**src/hw/rtl/smmad_pkg.sv**
```systemverilog
`default_nettype none

package smmad_pkg;

   // Default capacity of the age store and width of one stored age.
   localparam int MAX_ITEMS_DEF = 32;
   localparam int AGE_BITS_DEF  = 8;

   // Port field widths.
   localparam int AGE_W     = 8;
   localparam int COUNT_W   = 6;
   localparam int FX_W      = 16;
   localparam int BYTE_W    = 8;
   localparam int REQ_DATA_W = 8;
   localparam int RSP_DATA_W = 64;
   localparam int RSP_USER_W = 2;

   // Result tdata layout, lowest bit first.
   localparam int OFS_COUNT    = 0;
   localparam int OFS_MEAN     = OFS_COUNT + COUNT_W;
   localparam int OFS_LARGEST  = OFS_MEAN + FX_W;
   localparam int OFS_SMALLEST = OFS_LARGEST + BYTE_W;
   localparam int OFS_SPREAD   = OFS_SMALLEST + BYTE_W;
   localparam int OFS_ABS_DEV  = OFS_SPREAD + BYTE_W;
   localparam int RSP_USED_W   = OFS_ABS_DEV + FX_W;

   // Result tuser layout.
   localparam int USR_EMPTY   = 0;
   localparam int USR_DROPPED = 1;

endpackage

`default_nettype wire

```
**src/hw/rtl/set_mean_min_max_abs_deviation_unit.sv**
```systemverilog
// Set statistics unit.
// The request channel (req_) carries one beat per age. tdata holds the age,
// tuser[0] marks a beat that carries no age, and tlast closes the set. Ages
// are written into an on-chip store while a running sum, maximum and minimum
// follow along; an age that finds the store full is dropped and flagged.
// Loading takes one beat per cycle.
// The closing beat starts the finish sequence: a one bit per cycle divider
// forms the 8.8 mean, the store is read back one entry per cycle to sum the
// absolute deviations, and the same divider then forms the mean deviation.
// An empty set skips the divider and the walk.
// The request channel is held off only during the finish sequence.
// The result beat (rsp_) sits in an output register. While the receiver
// stalls, the next set loads normally; only the following finish waits.
// Reset is synchronous and clears the count, sum, extremes and drop flag,
// and drops any pending result. The store itself is not cleared.
`default_nettype none

module set_mean_min_max_abs_deviation_unit #(
   parameter int MAX_ITEMS = smmad_pkg::MAX_ITEMS_DEF,
   parameter int AGE_BITS  = smmad_pkg::AGE_BITS_DEF
) (
   input  wire logic                               clock,
   input  wire logic                               reset,
   input  wire logic                               req_tvalid,
   output logic                                    req_tready,
   // [7:0] age
   input  wire logic [smmad_pkg::REQ_DATA_W-1:0]   req_tdata,
   // [0] end_only
   input  wire logic                               req_tuser,
   input  wire logic                               req_tlast,
   output logic                                    rsp_tvalid,
   input  wire logic                               rsp_tready,
   // [5:0] count, [21:6] mean_fx, [29:22] largest, [37:30] smallest,
   // [45:38] spread, [61:46] abs_dev_fx, [63:62] zero
   output logic [smmad_pkg::RSP_DATA_W-1:0]        rsp_tdata,
   // [0] empty_res, [1] dropped
   output logic [smmad_pkg::RSP_USER_W-1:0]        rsp_tuser
);

   localparam int CNT_W  = $clog2(MAX_ITEMS + 1);
   localparam int IDX_W  = (MAX_ITEMS > 1) ? $clog2(MAX_ITEMS) : 1;
   localparam int SUM_W  = AGE_BITS + CNT_W;
   localparam int MEAN_W = AGE_BITS + 8;
   localparam int DIV_W  = MEAN_W + CNT_W;
   localparam int STEP_W = $clog2(DIV_W);

   localparam logic [2:0] ST_LOAD  = 3'd0;
   localparam logic [2:0] ST_CHECK = 3'd1;
   localparam logic [2:0] ST_MEAN  = 3'd2;
   localparam logic [2:0] ST_WALK  = 3'd3;
   localparam logic [2:0] ST_DEV   = 3'd4;
   localparam logic [2:0] ST_FIN   = 3'd5;

   // Control and running state.
   logic [2:0]          state_ff, state_in;
   logic [CNT_W-1:0]    cnt_ff, cnt_in;
   logic [SUM_W-1:0]    sum_ff, sum_in;
   logic [AGE_BITS-1:0] max_ff, max_in;
   logic [AGE_BITS-1:0] min_ff, min_in;
   logic                ovf_ff, ovf_in;
   logic                rsp_valid_ff, rsp_valid_in;
   logic [CNT_W-1:0]    walk_ff, walk_in;
   logic                rd_vld_ff, rd_vld_in;

   // Datapath registers.
   logic [AGE_BITS-1:0] age_store [MAX_ITEMS];
   logic [AGE_BITS-1:0] rd_data_ff;
   logic [DIV_W-1:0]    num_ff, num_in;
   logic [CNT_W-1:0]    rem_ff, rem_in;
   logic [STEP_W-1:0]   step_ff, step_in;
   logic [MEAN_W-1:0]   mean_ff, mean_in;
   logic [MEAN_W-1:0]   dev_ff, dev_in;
   logic [DIV_W-1:0]    acc_ff, acc_in;
   logic [smmad_pkg::RSP_DATA_W-1:0] rsp_data_ff, rsp_data_in;
   logic [smmad_pkg::RSP_USER_W-1:0] rsp_user_ff, rsp_user_in;

   logic                req_acc;
   logic                store_age;
   logic [AGE_BITS-1:0] age_val;
   logic                issue;
   logic                out_free;
   logic [CNT_W:0]      rem_sh;
   logic                div_ge;
   logic [CNT_W:0]      rem_sub;
   logic [DIV_W-1:0]    num_nx;
   logic                div_done;
   logic [MEAN_W-1:0]   rd_fx;
   logic [MEAN_W-1:0]   abs_diff;
   logic                empty;
   logic [AGE_BITS-1:0] big, low;

   assign req_tready = (state_ff == ST_LOAD);
   assign req_acc    = req_tvalid && req_tready;
   assign age_val    = AGE_BITS'(req_tdata);
   assign store_age  = req_acc && !req_tuser && (cnt_ff != CNT_W'(MAX_ITEMS));
   assign issue      = (state_ff == ST_WALK) && (walk_ff != cnt_ff);
   assign out_free   = !rsp_valid_ff || rsp_tready;

   // One restoring division step; the quotient shifts in from the bottom.
   assign rem_sh   = {rem_ff, num_ff[DIV_W-1]};
   assign div_ge   = rem_sh >= {1'b0, cnt_ff};
   assign rem_sub  = div_ge ? (rem_sh - {1'b0, cnt_ff}) : rem_sh;
   assign num_nx   = {num_ff[DIV_W-2:0], div_ge};
   assign div_done = (step_ff == '0);

   // Distance of one stored age from the fixed-point mean.
   assign rd_fx    = {rd_data_ff, 8'h00};
   assign abs_diff = (mean_ff >= rd_fx) ? (mean_ff - rd_fx) : (rd_fx - mean_ff);

   // Fields of the result; an empty set reports zeros.
   assign empty = (cnt_ff == '0);
   assign big   = empty ? '0 : max_ff;
   assign low   = empty ? '0 : min_ff;

   always_comb begin
      state_in     = state_ff;
      cnt_in       = cnt_ff;
      sum_in       = sum_ff;
      max_in       = max_ff;
      min_in       = min_ff;
      ovf_in       = ovf_ff;
      rsp_valid_in = rsp_valid_ff && !rsp_tready;
      walk_in      = walk_ff;
      rd_vld_in    = issue;
      num_in       = num_ff;
      rem_in       = rem_ff;
      step_in      = step_ff;
      mean_in      = mean_ff;
      dev_in       = dev_ff;
      acc_in       = acc_ff;
      rsp_data_in  = rsp_data_ff;
      rsp_user_in  = rsp_user_ff;

      case (state_ff)
         ST_LOAD: begin
            // Take one age per beat and keep the running figures current.
            if (req_acc && !req_tuser) begin
               if (store_age) begin
                  cnt_in = cnt_ff + 1'b1;
                  sum_in = sum_ff + SUM_W'(age_val);
                  if (age_val > max_ff) begin
                     max_in = age_val;
                  end
                  if (age_val < min_ff) begin
                     min_in = age_val;
                  end
               end else begin
                  ovf_in = 1'b1;
               end
            end
            if (req_acc && req_tlast) begin
               state_in = ST_CHECK;
            end
         end
         ST_CHECK: begin
            // Start the mean division, or skip everything for an empty set.
            num_in  = {sum_ff, 8'h00};
            rem_in  = '0;
            step_in = STEP_W'(DIV_W - 1);
            if (empty) begin
               mean_in  = '0;
               dev_in   = '0;
               state_in = ST_FIN;
            end else begin
               state_in = ST_MEAN;
            end
         end
         ST_MEAN: begin
            num_in  = num_nx;
            rem_in  = CNT_W'(rem_sub);
            step_in = step_ff - 1'b1;
            if (div_done) begin
               mean_in  = MEAN_W'(num_nx);
               walk_in  = '0;
               acc_in   = '0;
               state_in = ST_WALK;
            end
         end
         ST_WALK: begin
            // Read the store back and sum the absolute deviations.
            if (issue) begin
               walk_in = walk_ff + 1'b1;
            end
            if (rd_vld_ff) begin
               acc_in = acc_ff + DIV_W'(abs_diff);
            end
            if (!issue && !rd_vld_ff) begin
               num_in   = acc_ff;
               rem_in   = '0;
               step_in  = STEP_W'(DIV_W - 1);
               state_in = ST_DEV;
            end
         end
         ST_DEV: begin
            num_in  = num_nx;
            rem_in  = CNT_W'(rem_sub);
            step_in = step_ff - 1'b1;
            if (div_done) begin
               dev_in   = MEAN_W'(num_nx);
               state_in = ST_FIN;
            end
         end
         ST_FIN: begin
            // Hand the result to the output register and clear the set.
            if (out_free) begin
               rsp_valid_in = 1'b1;
               rsp_data_in  = '0;
               rsp_data_in[smmad_pkg::OFS_COUNT +: smmad_pkg::COUNT_W] =
                  smmad_pkg::COUNT_W'(cnt_ff);
               rsp_data_in[smmad_pkg::OFS_MEAN +: smmad_pkg::FX_W] =
                  smmad_pkg::FX_W'(mean_ff);
               rsp_data_in[smmad_pkg::OFS_LARGEST +: smmad_pkg::BYTE_W] =
                  smmad_pkg::BYTE_W'(big);
               rsp_data_in[smmad_pkg::OFS_SMALLEST +: smmad_pkg::BYTE_W] =
                  smmad_pkg::BYTE_W'(low);
               rsp_data_in[smmad_pkg::OFS_SPREAD +: smmad_pkg::BYTE_W] =
                  smmad_pkg::BYTE_W'(big - low);
               rsp_data_in[smmad_pkg::OFS_ABS_DEV +: smmad_pkg::FX_W] =
                  smmad_pkg::FX_W'(dev_ff);
               rsp_user_in[smmad_pkg::USR_EMPTY]   = empty;
               rsp_user_in[smmad_pkg::USR_DROPPED] = ovf_ff;
               cnt_in   = '0;
               sum_in   = '0;
               max_in   = '0;
               min_in   = '1;
               ovf_in   = 1'b0;
               state_in = ST_LOAD;
            end
         end
         default: begin
            state_in = ST_LOAD;
         end
      endcase
   end

   // Control state.
   always_ff @(posedge clock) begin
      if (reset) begin
         state_ff     <= ST_LOAD;
         cnt_ff       <= '0;
         sum_ff       <= '0;
         max_ff       <= '0;
         min_ff       <= '1;
         ovf_ff       <= 1'b0;
         rsp_valid_ff <= 1'b0;
         walk_ff      <= '0;
         rd_vld_ff    <= 1'b0;
      end else begin
         state_ff     <= state_in;
         cnt_ff       <= cnt_in;
         sum_ff       <= sum_in;
         max_ff       <= max_in;
         min_ff       <= min_in;
         ovf_ff       <= ovf_in;
         rsp_valid_ff <= rsp_valid_in;
         walk_ff      <= walk_in;
         rd_vld_ff    <= rd_vld_in;
      end
   end

   // Datapath registers.
   always_ff @(posedge clock) begin
      num_ff      <= num_in;
      rem_ff      <= rem_in;
      step_ff     <= step_in;
      mean_ff     <= mean_in;
      dev_ff      <= dev_in;
      acc_ff      <= acc_in;
      rsp_data_ff <= rsp_data_in;
      rsp_user_ff <= rsp_user_in;
   end

   // Age store: written while loading, read back during the walk.
   always_ff @(posedge clock) begin
      if (store_age) begin
         age_store[cnt_ff[IDX_W-1:0]] <= age_val;
      end
      if (issue) begin
         rd_data_ff <= age_store[walk_ff[IDX_W-1:0]];
      end
   end

   assign rsp_tvalid = rsp_valid_ff;
   assign rsp_tdata  = rsp_data_ff;
   assign rsp_tuser  = rsp_user_ff;

endmodule

`default_nettype wire

```
**config.mk**
```make
export PLATFORM = sky130hd
export DESIGN_NAME = set_mean_min_max_abs_deviation_unit
export DESIGN_NICKNAME = d
export VERILOG_FILES = /design/src/hw/rtl/smmad_pkg.sv /design/src/hw/rtl/set_mean_min_max_abs_deviation_unit.sv
export SDC_FILE = /design/constraint.sdc
export NUM_CORES = 1
export LEC_CHECK = 0
export ABC_AREA = 1
export CORE_AREA = 4 4 157 273
export CTS_BUF_LIST = sky130_fd_sc_hd__clkbuf_4
export DETAILED_ROUTE_END_ITERATION = 10
export DIE_AREA = 0 0 161 277
export DONT_BUFFER_PORTS = 1
export PLACE_DENSITY = 0.68
export REMOVE_ABC_BUFFERS = 1
export SLEW_MARGIN = 20
export SYNTH_ARGS = -nofsm -noshare
export SYNTH_HDL_FRONTEND = slang
export SYNTH_SLANG_ARGS = --single-unit
```
**constraint.sdc**
```tcl
create_clock -name clock -period 4 [get_ports clock]
set_input_delay 0.2 -clock clock [delete_from_list [all_inputs] [get_ports clock]]
set_output_delay 0.2 -clock clock [all_outputs]
set_load 0.03 [all_outputs]
```
==> results of run 1 <==
==> cell families after synthesis <==
logic type                 share of synthesized area, %
AOI/OAI and AO/OA                                 9.510
xor gates and xnor gates                         0.7488
adders and majority gates                         4.673
buffers and inverters                             5.934
DFF                                               60.40
other                                           0.01687
and+or+nand+nor                                   18.72
==> cells in the final DEF (no fill, tap or decap), types with 14 or more instances in the layout <==
master / count
sky130_fd_sc_hd__edfxtp_1: 415
sky130_fd_sc_hd__o21ai_0: 164
sky130_fd_sc_hd__clkinv_1: 34
sky130_fd_sc_hd__dfxtp_1: 46
sky130_fd_sc_hd__inv_1: 216
sky130_fd_sc_hd__inv_2: 17
sky130_fd_sc_hd__nor2_1: 315
sky130_fd_sc_hd__clkbuf_4: 134
sky130_fd_sc_hd__a21oi_1: 106
sky130_fd_sc_hd__nand2_1: 448
sky130_fd_sc_hd__ha_1: 73
sky130_fd_sc_hd__dlygate4sd3_1: 14
sky130_fd_sc_hd__o22ai_1: 22
sky130_fd_sc_hd__o211ai_1: 37
sky130_fd_sc_hd__or2_2: 22
sky130_fd_sc_hd__nor3_1: 14
sky130_fd_sc_hd__nand4_1: 23
sky130_fd_sc_hd__buf_4: 22
sky130_fd_sc_hd__nand3_1: 124
==> flip-flops by register name, summed over array words and instances (netlist names), 6 cells and up <==
register and count:
min_ff 8, max_ff 8, walk_ff 6, mean_ff 16, rem_ff 6, age_store 256
dev_ff 16, num_ff 22, acc_ff 22, sum_ff 14, rsp_tdata 62, rd_data_ff 8
cnt_ff 6
==> metal layers <==
layer,track usage [%],vias to the layer above
met5,0,-
met4,16.79,2
met3,4.587,178
met2,48.15,524
met1,27.06,7822
li1,-,7859
==> worst paths after layout <==
| check | start | to | slack, ns | cells past startpoint |
|---|---|---|---|---|
| min | req_tdata[3] | min_ff[0] | 0.16 | 8 |
| min reg2reg | dev_ff[1] | rsp_tdata[47] | 0.42 | 0 |
| max reg2reg | mean_ff[8] | acc_ff[17] | 0.32 | 22 |
| max | mean_ff[8] | acc_ff[17] | 0.32 | 22 |
==> tightest hold or removal path, cell delays in order <==
cell and delay, ns:
sky130_fd_sc_hd__ha_1 0.12, sky130_fd_sc_hd__a21oi_1 0.04, sky130_fd_sc_hd__nand2_1 0.06, sky130_fd_sc_hd__nand2_1 0.04
sky130_fd_sc_hd__nand2_1 0.05, sky130_fd_sc_hd__nand2_1 0.17, sky130_fd_sc_hd__nand3_1 0.12, sky130_fd_sc_hd__nand3_1 0.07
==> per-stage QoR <==
step	hold slack, ns	cell area, um^2	utilization (%)	setup TNS [ns]
after floorplan	0.2691	21810	-	-68.43
after global placement	0.2733	22740	55.86	0
after detailed placement	0.2774	22740	55.86	0
after CTS	0.07957	24400	59.95	0
after global routing	0.2028	24440	60.04	0
final	0.1572	24440	60.04	0
==> cell type report <==
class                      instances  area (um^2)  area share, %
multi-input combinational       1458         7516          30.75
sequential                       463        13430          54.94
clock buffer                     134         1006          4.116
inverter                         238        903.4          3.696
antenna                            7        17.52        0.07167
timing repair buffer              47        525.5          2.150
tap                              550        688.2          2.815
clock inverter                    53        357.8          1.464
==> what timing repair did <==
item	4_1_cts	5_1_grt
hold buffers	22	0
gates resized for setup	0	7
endpoints found under the setup margin	0	8
hold endpoints to repair	306	0
==> power groups by stage <==
stage / Combinational (uW) / Sequential, uW / Clock, uW
2_1_floorplan: 3490 / 6590 / 0
3_3_place_gp: 4850 / 6700 / 0
3_5_place_dp: 4950 / 6720 / 0
4_1_cts: 5060 / 6610 / 3840
5_1_grt: 5700 / 6670 / 4120
6_report: 5110 / 6610 / 3760
==> impl_metrics.prom, run 1 <==
# TYPE chip_impl_metric gauge
chip_impl_metric{name="power_switching",unit="uW"} 5877
chip_impl_info{name="outcome",value="finished clean"} 1
chip_impl_metric{name="die_width",unit="um"} 161
chip_impl_metric{name="power_report.internal_total",unit="uW"} 9593
chip_impl_info{name="critical_path.startpoint_type",value="register"} 1
chip_impl_metric{name="die_area",unit="um^2"} 44600
chip_impl_metric{name="core-area",unit="um^2"} 40710
chip_impl_info{name="setup.worst_path.class",value="register to register"} 1
chip_impl_metric{name="async_flop_share",unit="%"} 0
chip_impl_metric{name="drv_slew",unit=""} 0
chip_impl_metric{name="top_level_ports",unit=""} 82
chip_impl_metric{name="gpl.final_weighted_congestion",unit=""} 0.9100
chip_impl_metric{name="required",unit="ns"} 4.56
chip_impl_metric{name="worst_clock_skew",unit="ns"} 0.05473
chip_impl_metric{name="syn_area",unit="um^2"} 22220
chip_impl_metric{name="path_clk_slew",unit="ns"} 0.08
chip_impl_metric{name="row_count",unit=""} 98
chip_impl_metric{name="first_global_vias",unit=""} 16410
chip_impl_metric{name="globalRouteOverflowTotal",unit=""} 0
chip_impl_metric{name="finish.cell_count_without_fillers",unit=""} 2950
chip_impl_metric{name="num-fill-cells",unit=""} 3535
chip_impl_info{name="hold_class",value="input pin to register"} 1
chip_impl_metric{name="initial_core_util",unit="%"} 54.59
chip_impl_metric{name="post-layout-total-power",unit="uW"} 15470
chip_impl_metric{name="hpwlAfterDp",unit="mm"} 39.04
chip_impl_metric{name="period_share",unit="%"} 92.09
chip_impl_info{name="netlist_top_cells_area",value="sky130_fd_sc_hd__edfxtp_1 56%, sky130_fd_sc_hd__nand2_1 7.6%, sky130_fd_sc_hd__nor2_1 5.3%"} 1
chip_impl_metric{name="yosysTopAreaCellShare",unit="%"} 56.08
chip_impl_metric{name="final-hold-violation-count",unit=""} 0
chip_impl_metric{name="place.port_buffers",unit=""} 0
chip_impl_info{name="synth_most_common_cell",value="sky130_fd_sc_hd__nand2_1"} 1
chip_impl_metric{name="post_synth_num_cell_types",unit=""} 55
chip_impl_metric{name="syn-instance-count",unit=""} 2233
chip_impl_metric{name="part_of_the_total_power_dissipated_in_combinational_logic",unit="%"} 33.0
chip_impl_metric{name="placed_cells",unit=""} 2734
chip_impl_metric{name="ir_drop",unit="mV"} 0.3774
chip_impl_info{name="synth_common_cells",value="448 x sky130_fd_sc_hd__nand2_1, 415 x sky130_fd_sc_hd__edfxtp_1, 315 x sky130_fd_sc_hd__nor2_1, 217 x sky130_fd_sc_hd__inv_1, 167 x sky130_fd_sc_hd__o21ai_0"} 1
chip_impl_metric{name="routed_via_density",unit=""} 5.554
chip_impl_metric{name="cts_post_setup_buffers_inserted",unit=""} 0
chip_impl_metric{name="synth_enable_flop_cells",unit=""} 415
chip_impl_metric{name="power.switching_fraction",unit="%"} 37.99
chip_impl_info{name="synth_flop_cell",value="sky130_fd_sc_hd__edfxtp_1"} 1
chip_impl_metric{name="critPathBufInv",unit=""} 5
chip_impl_metric{name="leakage",unit="uW"} 0.009786
chip_impl_metric{name="post-route-drc-count",unit=""} 0
chip_impl_metric{name="yosys_warnings",unit=""} 0
chip_impl_metric{name="clock_latency_on_the_worst_skew_pair",unit="ns"} 0.83
chip_impl_metric{name="drt_first_pass_iters",unit=""} 5
chip_impl_metric{name="critPathMaxFanout",unit=""} 21
chip_impl_metric{name="ctsLongestPathBuffers",unit=""} 3
chip_impl_metric{name="global_route_wire_length_before_repair",unit="mm"} 90.25
chip_impl_metric{name="syn_avg_cell_area",unit="um^2"} 9.952
chip_impl_metric{name="finalSetupViolations",unit=""} 0
chip_impl_metric{name="clock_sinks",unit=""} 463
chip_impl_metric{name="routed_wirelength",unit="mm"} 58.46
chip_impl_metric{name="final_nets",unit=""} 2403
chip_impl_metric{name="layout_min_cycle_time",unit="ns"} 3.684
chip_impl_metric{name="timing_worst_slew_pin_value",unit="ns"} 1.022
chip_impl_info{name="tritoncts",value="built"} 1
chip_impl_info{name="critical_path.endpoint_type",value="register"} 1
chip_impl_metric{name="synth-seq-area-share",unit="%"} 60.40
chip_impl_metric{name="wl_met3",unit="mm"} 2.907
chip_impl_metric{name="drt-met1-wl",unit="mm"} 20.15
chip_impl_info{name="crit_chain",value="inv_1 > ha_1 > inv_1 > fa_1 > inv_1 > o21ai_2 > nand2_1 > nand2_1 > nor2_1 > buf_4 > nand2_1 > nand3_1 > nand2_1 > ha_1 > nand2_1 > inv_1 > a21oi_1 > nor2_1 > nor2_1 > nand3_1 > nor2_1 > nor2_1"} 1
chip_impl_metric{name="drt_first_iter_violations",unit=""} 1108
chip_impl_metric{name="fmaxAchievable",unit="MHz"} 271.5
chip_impl_metric{name="cts_htree_levels",unit=""} 3
chip_impl_metric{name="ys_seq_elements",unit=""} 463
chip_impl_info{name="crit_path_top_delay_cell",value="sky130_fd_sc_hd__fa_1"} 1
chip_impl_metric{name="max_stage_delay",unit="ns"} 0.40
chip_impl_metric{name="num_vias",unit=""} 16390
chip_impl_metric{name="timing.max_slew.rel_slack",unit="%"} 31.67
chip_impl_metric{name="synthToLayoutAreaGrowth",unit="%"} 9.988
chip_impl_metric{name="arrival",unit="ns"} 4.25
chip_impl_info{name="maxUsedRoutingLayer",value="met5"} 1
chip_impl_metric{name="gr-usage-all-layers",unit="%"} 26.18
chip_impl_metric{name="maxCapViolCount",unit=""} 0
chip_impl_metric{name="power_density_over_the_cells",unit="nW/um^2"} 633.0
chip_impl_metric{name="clkPwrFrac",unit="%"} 24.3
chip_impl_metric{name="route.met2.wl",unit="mm"} 31.41
chip_impl_info{name="yosysTopAreaCell",value="sky130_fd_sc_hd__edfxtp_1"} 1
chip_impl_metric{name="floorplan.die.height",unit="um"} 277
chip_impl_metric{name="power_frac_seq",unit="%"} 42.7
chip_impl_info{name="rsz_0062_raised_after_global_routing",value="no"} 1
chip_impl_info{name="path_delay_family",value="simple AND/OR/NAND/NOR gates"} 1
chip_impl_metric{name="ant_nets",unit=""} 0
chip_impl_metric{name="layout-drive-gt1-share",unit="%"} 11.41
chip_impl_metric{name="post_drt_wl_per_cell",unit="um"} 19.82
chip_impl_metric{name="grt_max_degree",unit=""} 117
chip_impl_metric{name="fin_ws",unit="ns"} 0.3163
chip_impl_metric{name="placement.setup.worst_slack",unit="ns"} 0.1971
chip_impl_info{name="cts_root_buffer",value="sky130_fd_sc_hd__clkbuf_4"} 1
chip_impl_metric{name="cts_inserted_buffers",unit=""} 101
chip_impl_metric{name="antenna_found_initial",unit=""} 3
Note: power is estimated with default switching activity, not from simulation.
==> run 2: changes to the inputs <==
ABC_AREA = unset   (was 1)
CORE_AREA = 4 4 153 265   (was 4 4 157 273)
DIE_AREA = 0 0 157 269   (was 0 0 161 277)
PLACE_DENSITY = 0.67   (was 0.68)
==> impl_metrics.prom, run 2 <==
# TYPE chip_impl_metric gauge
chip_impl_metric{name="ys_seq_elements",unit=""} 463
chip_impl_info{name="mostFrequentLayoutCells",value="415 x sky130_fd_sc_hd__edfxtp_1, 140 x sky130_fd_sc_hd__clkbuf_4, 130 x sky130_fd_sc_hd__nor2_1"} 1
chip_impl_metric{name="power_density_over_the_cells",unit="nW/um^2"} 647.9
chip_impl_metric{name="leakage",unit="uW"} 0.008620
chip_impl_metric{name="synth_enable_flop_cells",unit=""} 415
chip_impl_metric{name="async_flop_share",unit="%"} 0
chip_impl_metric{name="place.port_buffers",unit=""} 0
chip_impl_info{name="failed_checks",value="negative setup slack"} 1
chip_impl_metric{name="grt_max_degree",unit=""} 65
chip_impl_info{name="critical_path.endpoint_type",value="register"} 1
chip_impl_info{name="netlist_top_cells_area",value="sky130_fd_sc_hd__edfxtp_1 60%, sky130_fd_sc_hd__mux4_2 8.7%, sky130_fd_sc_hd__dfxtp_1 4.6%"} 1
chip_impl_metric{name="top_level_ports",unit=""} 82
chip_impl_metric{name="yosys_warnings",unit=""} 0
chip_impl_info{name="layout.cells.most_common",value="sky130_fd_sc_hd__edfxtp_1"} 1
chip_impl_metric{name="fmaxAchievable",unit="MHz"} 249.3
chip_impl_metric{name="layout-drive-gt1-share",unit="%"} 25.62
chip_impl_metric{name="row_count",unit=""} 95
chip_impl_metric{name="antenna_found_initial",unit=""} 2
chip_impl_metric{name="worst_clock_skew",unit="ns"} 0.07010
chip_impl_metric{name="gpl.final_weighted_congestion",unit=""} 0.9372
chip_impl_metric{name="syn-instance-count",unit=""} 1412
chip_impl_metric{name="path_clk_slew",unit="ns"} 0.07
chip_impl_metric{name="ir_drop",unit="mV"} 0.3621
chip_impl_info{name="tritoncts",value="built"} 1
chip_impl_info{name="critical_path.startpoint_type",value="register"} 1
chip_impl_metric{name="drt_first_pass_iters",unit=""} 7
chip_impl_info{name="cts_root_buffer",value="sky130_fd_sc_hd__clkbuf_4"} 1
chip_impl_metric{name="synth_compound_gate_area_share",unit="%"} 6.449
chip_impl_metric{name="period_share",unit="%"} 100.3
chip_impl_metric{name="floorplan.die.height",unit="um"} 269
chip_impl_metric{name="core-area",unit="um^2"} 38390
chip_impl_metric{name="globalRouteOverflowTotal",unit=""} 0
chip_impl_metric{name="initial_core_util",unit="%"} 54.17
chip_impl_info{name="main_combinational_cell_family_by_area_after_synthesis",value="multiplexers"} 1
chip_impl_metric{name="clock_sinks",unit=""} 463
chip_impl_metric{name="layout_min_cycle_time",unit="ns"} 4.011
chip_impl_metric{name="maxCapViolCount",unit=""} 0
chip_impl_metric{name="timing.max_slew.rel_slack",unit="%"} 30.58
chip_impl_metric{name="die_area",unit="um^2"} 42230
chip_impl_metric{name="hpwlAfterDp",unit="mm"} 35.26
chip_impl_metric{name="synth.area.mux_share",unit="%"} 10.06
chip_impl_metric{name="post-route-drc-count",unit=""} 0
chip_impl_metric{name="placed_cells",unit=""} 1928
chip_impl_metric{name="finalSetupViolations",unit=""} 3
chip_impl_metric{name="global_route_wire_length_before_repair",unit="mm"} 76.89
chip_impl_metric{name="setup_total_negative_slack",unit="ns"} -0.01746
chip_impl_metric{name="timing_worst_slew_pin_value",unit="ns"} 1.038
chip_impl_metric{name="critPathMaxFanout",unit=""} 6
chip_impl_metric{name="routed_wirelength",unit="mm"} 51.08
chip_impl_metric{name="syn_area",unit="um^2"} 20800
chip_impl_info{name="hold_class",value="input pin to register"} 1
chip_impl_metric{name="required",unit="ns"} 4.54
chip_impl_info{name="synth_flop_cell",value="sky130_fd_sc_hd__edfxtp_1"} 1
chip_impl_metric{name="final-hold-violation-count",unit=""} 0
chip_impl_metric{name="post_drt_wl_per_cell",unit="um"} 23.74
chip_impl_metric{name="num_vias",unit=""} 12560
chip_impl_metric{name="synth_xor_xnor_area_share",unit="%"} 2.821
chip_impl_metric{name="num-fill-cells",unit=""} 2853
chip_impl_metric{name="finish.cell_count_without_fillers",unit=""} 2152
chip_impl_metric{name="largest_register_ffs",unit=""} 256
chip_impl_metric{name="fin_hold_ws",unit="ns"} 0.09976
chip_impl_metric{name="post_synth_num_cell_types",unit=""} 74
chip_impl_metric{name="yosysTopAreaCellShare",unit="%"} 59.92
chip_impl_info{name="outcome",value="finished with violations"} 1
chip_impl_info{name="synth_common_cells",value="415 x sky130_fd_sc_hd__edfxtp_1, 132 x sky130_fd_sc_hd__nor2_1, 80 x sky130_fd_sc_hd__mux4_2, 75 x sky130_fd_sc_hd__ha_1, 74 x sky130_fd_sc_hd__nand2_1"} 1
chip_impl_info{name="rsz_0062_raised_after_global_routing",value="yes"} 1
chip_impl_metric{name="cts_htree_levels",unit=""} 3
chip_impl_metric{name="post_synth_fa_ha_maj_area_fraction",unit="%"} 4.993
chip_impl_metric{name="design_area",unit="um^2"} 23870
chip_impl_metric{name="first_global_vias",unit=""} 13210
chip_impl_metric{name="post_dp_cell_area",unit="um^2"} 21850
chip_impl_metric{name="ctsLongestPathBuffers",unit=""} 3
chip_impl_metric{name="cts_inserted_buffers",unit=""} 100
chip_impl_metric{name="routed_via_density",unit=""} 5.837
chip_impl_info{name="setup.worst_path.class",value="register to register"} 1
chip_impl_metric{name="finalCoreUtilization",unit="%"} 62.16
chip_impl_metric{name="clock_latency_on_the_worst_skew_pair",unit="ns"} 0.84
chip_impl_info{name="synth_most_common_cell",value="sky130_fd_sc_hd__edfxtp_1"} 1
chip_impl_metric{name="final_nets",unit=""} 1681
chip_impl_metric{name="drv_slew",unit=""} 0
chip_impl_metric{name="gr-usage-all-layers",unit="%"} 24.70
chip_impl_metric{name="synthToLayoutAreaGrowth",unit="%"} 14.75
chip_impl_metric{name="fin_ws",unit="ns"} -0.01108
chip_impl_info{name="yosysTopAreaCell",value="sky130_fd_sc_hd__edfxtp_1"} 1
chip_impl_metric{name="drt_first_iter_violations",unit=""} 829
chip_impl_metric{name="syn_avg_cell_area",unit="um^2"} 14.73
chip_impl_metric{name="arrival",unit="ns"} 4.55
chip_impl_metric{name="ant_nets",unit=""} 0
chip_impl_metric{name="synth_simple_gate_area_share",unit="%"} 8.380
chip_impl_metric{name="synth-seq-area-share",unit="%"} 64.54
chip_impl_metric{name="die_width",unit="um"} 157
[run 2: changes by cell type in the layout (fill, tap and decap cells not counted), moves of 31 or more]
cell                       delta
sky130_fd_sc_hd__nand2_1    -376
sky130_fd_sc_hd__o21ai_0    -135
sky130_fd_sc_hd__mux4_2      +80
sky130_fd_sc_hd__xnor2_1     +31
sky130_fd_sc_hd__and3_1      +35
sky130_fd_sc_hd__o211ai_1    -34
sky130_fd_sc_hd__a21oi_1     -63
sky130_fd_sc_hd__nand3_1     -98
sky130_fd_sc_hd__inv_1      -146
sky130_fd_sc_hd__nor2_1     -185
sky130_fd_sc_hd__buf_4       +75
[run 2: critical path, cell delays in order (launching register included)]
cell and delay [ns]:
sky130_fd_sc_hd__edfxtp_1 0.42, sky130_fd_sc_hd__inv_2 0.10, sky130_fd_sc_hd__ha_4 0.13, sky130_fd_sc_hd__inv_2 0.04
sky130_fd_sc_hd__fa_2 0.33, sky130_fd_sc_hd__a21o_1 0.19, sky130_fd_sc_hd__a21oi_2 0.17, sky130_fd_sc_hd__o221ai_2 0.13
sky130_fd_sc_hd__a221oi_4 0.28, sky130_fd_sc_hd__buf_6 0.19, sky130_fd_sc_hd__mux2_4 0.32, sky130_fd_sc_hd__ha_4 0.22
sky130_fd_sc_hd__buf_4 0.14, sky130_fd_sc_hd__a21oi_1 0.23, sky130_fd_sc_hd__o21ai_1 0.13, sky130_fd_sc_hd__a21oi_2 0.17
sky130_fd_sc_hd__o21ai_4 0.09, sky130_fd_sc_hd__buf_4 0.16, sky130_fd_sc_hd__a31oi_4 0.13, sky130_fd_sc_hd__xor2_1 0.15
sky130_fd_sc_hd__nor2_1 0.05
[run 2: metrics by stage]
stage	total power (uW)	setup WS (ns)
floorplan	9404	-3.429
global placement	11090	-0.1564
detailed placement	11190	-0.2418
CTS	15120	-0.02932
global route	16300	-0.1828
finish	15460	-0.01108
[run 2: logic make-up after synthesis]
group | Yosys count
other | 1
xor gates and xnor gates | 67
muxes | 108
adders and majority gates | 80
buffers and inverters | 134
and+or+nand+nor | 362
DFF | 463
AOI/OAI and AO/OA | 197
[run 2: final timing paths]
path	startpoint	slack [ns]	to	cells after the start
hold reg to reg	dev_ff[9]	0.41	rsp_tdata[55]	0
setup reg to reg	mean_ff[8]	-0.01	acc_ff[14]	20
setup / recovery	mean_ff[8]	-0.01	acc_ff[14]	20
hold / removal	req_tdata[1]	0.1	sum_ff[3]	7
[run 2: final cells by class]
class                           instances  area (um^2)  share of cell area [%]
Inverter                               73        274.0                   1.148
Tap cell                              485        606.8                   2.543
Clock buffer                          140         1051                   4.404
Timing Repair Buffer                  133         1200                   5.028
Antenna cell                            4        10.01                 0.04194
Multi-Input combinational cell        816         7094                   29.72
Clock inverter                         38        202.7                  0.8493
Sequential cell                       463        13430                   56.26
[run 2: repair_timing]
| action | CTS | global route |
|---|---|---|
| pin swaps | 19 | 32 |
| cloned | 1 | 0 |
| hold buffers | 23 | 1 |
| buffers inserted | 14 | 7 |
| gates resized for setup | 30 | 44 |
| endpoints found under the setup margin | 11 | 16 |
| endpoints found under the hold margin | 310 | 22 |
[run 2: routing by layer]
metal  part of all wire [%]  up-vias  GRT usage [%]
li1                       -     5771              -
met1                     32     6285          23.97
met2                     58      387          48.05
met3                    4.0      118          4.432
met4                    5.4        0          13.69
met5                      0        -              0
[run 2: where the power goes]
| part | internal, uW | switching, uW |
|---|---|---|
| Sequential | 6010 | 513 |
| Combinational | 2450 | 3010 |
| Clock | 1700 | 1780 |
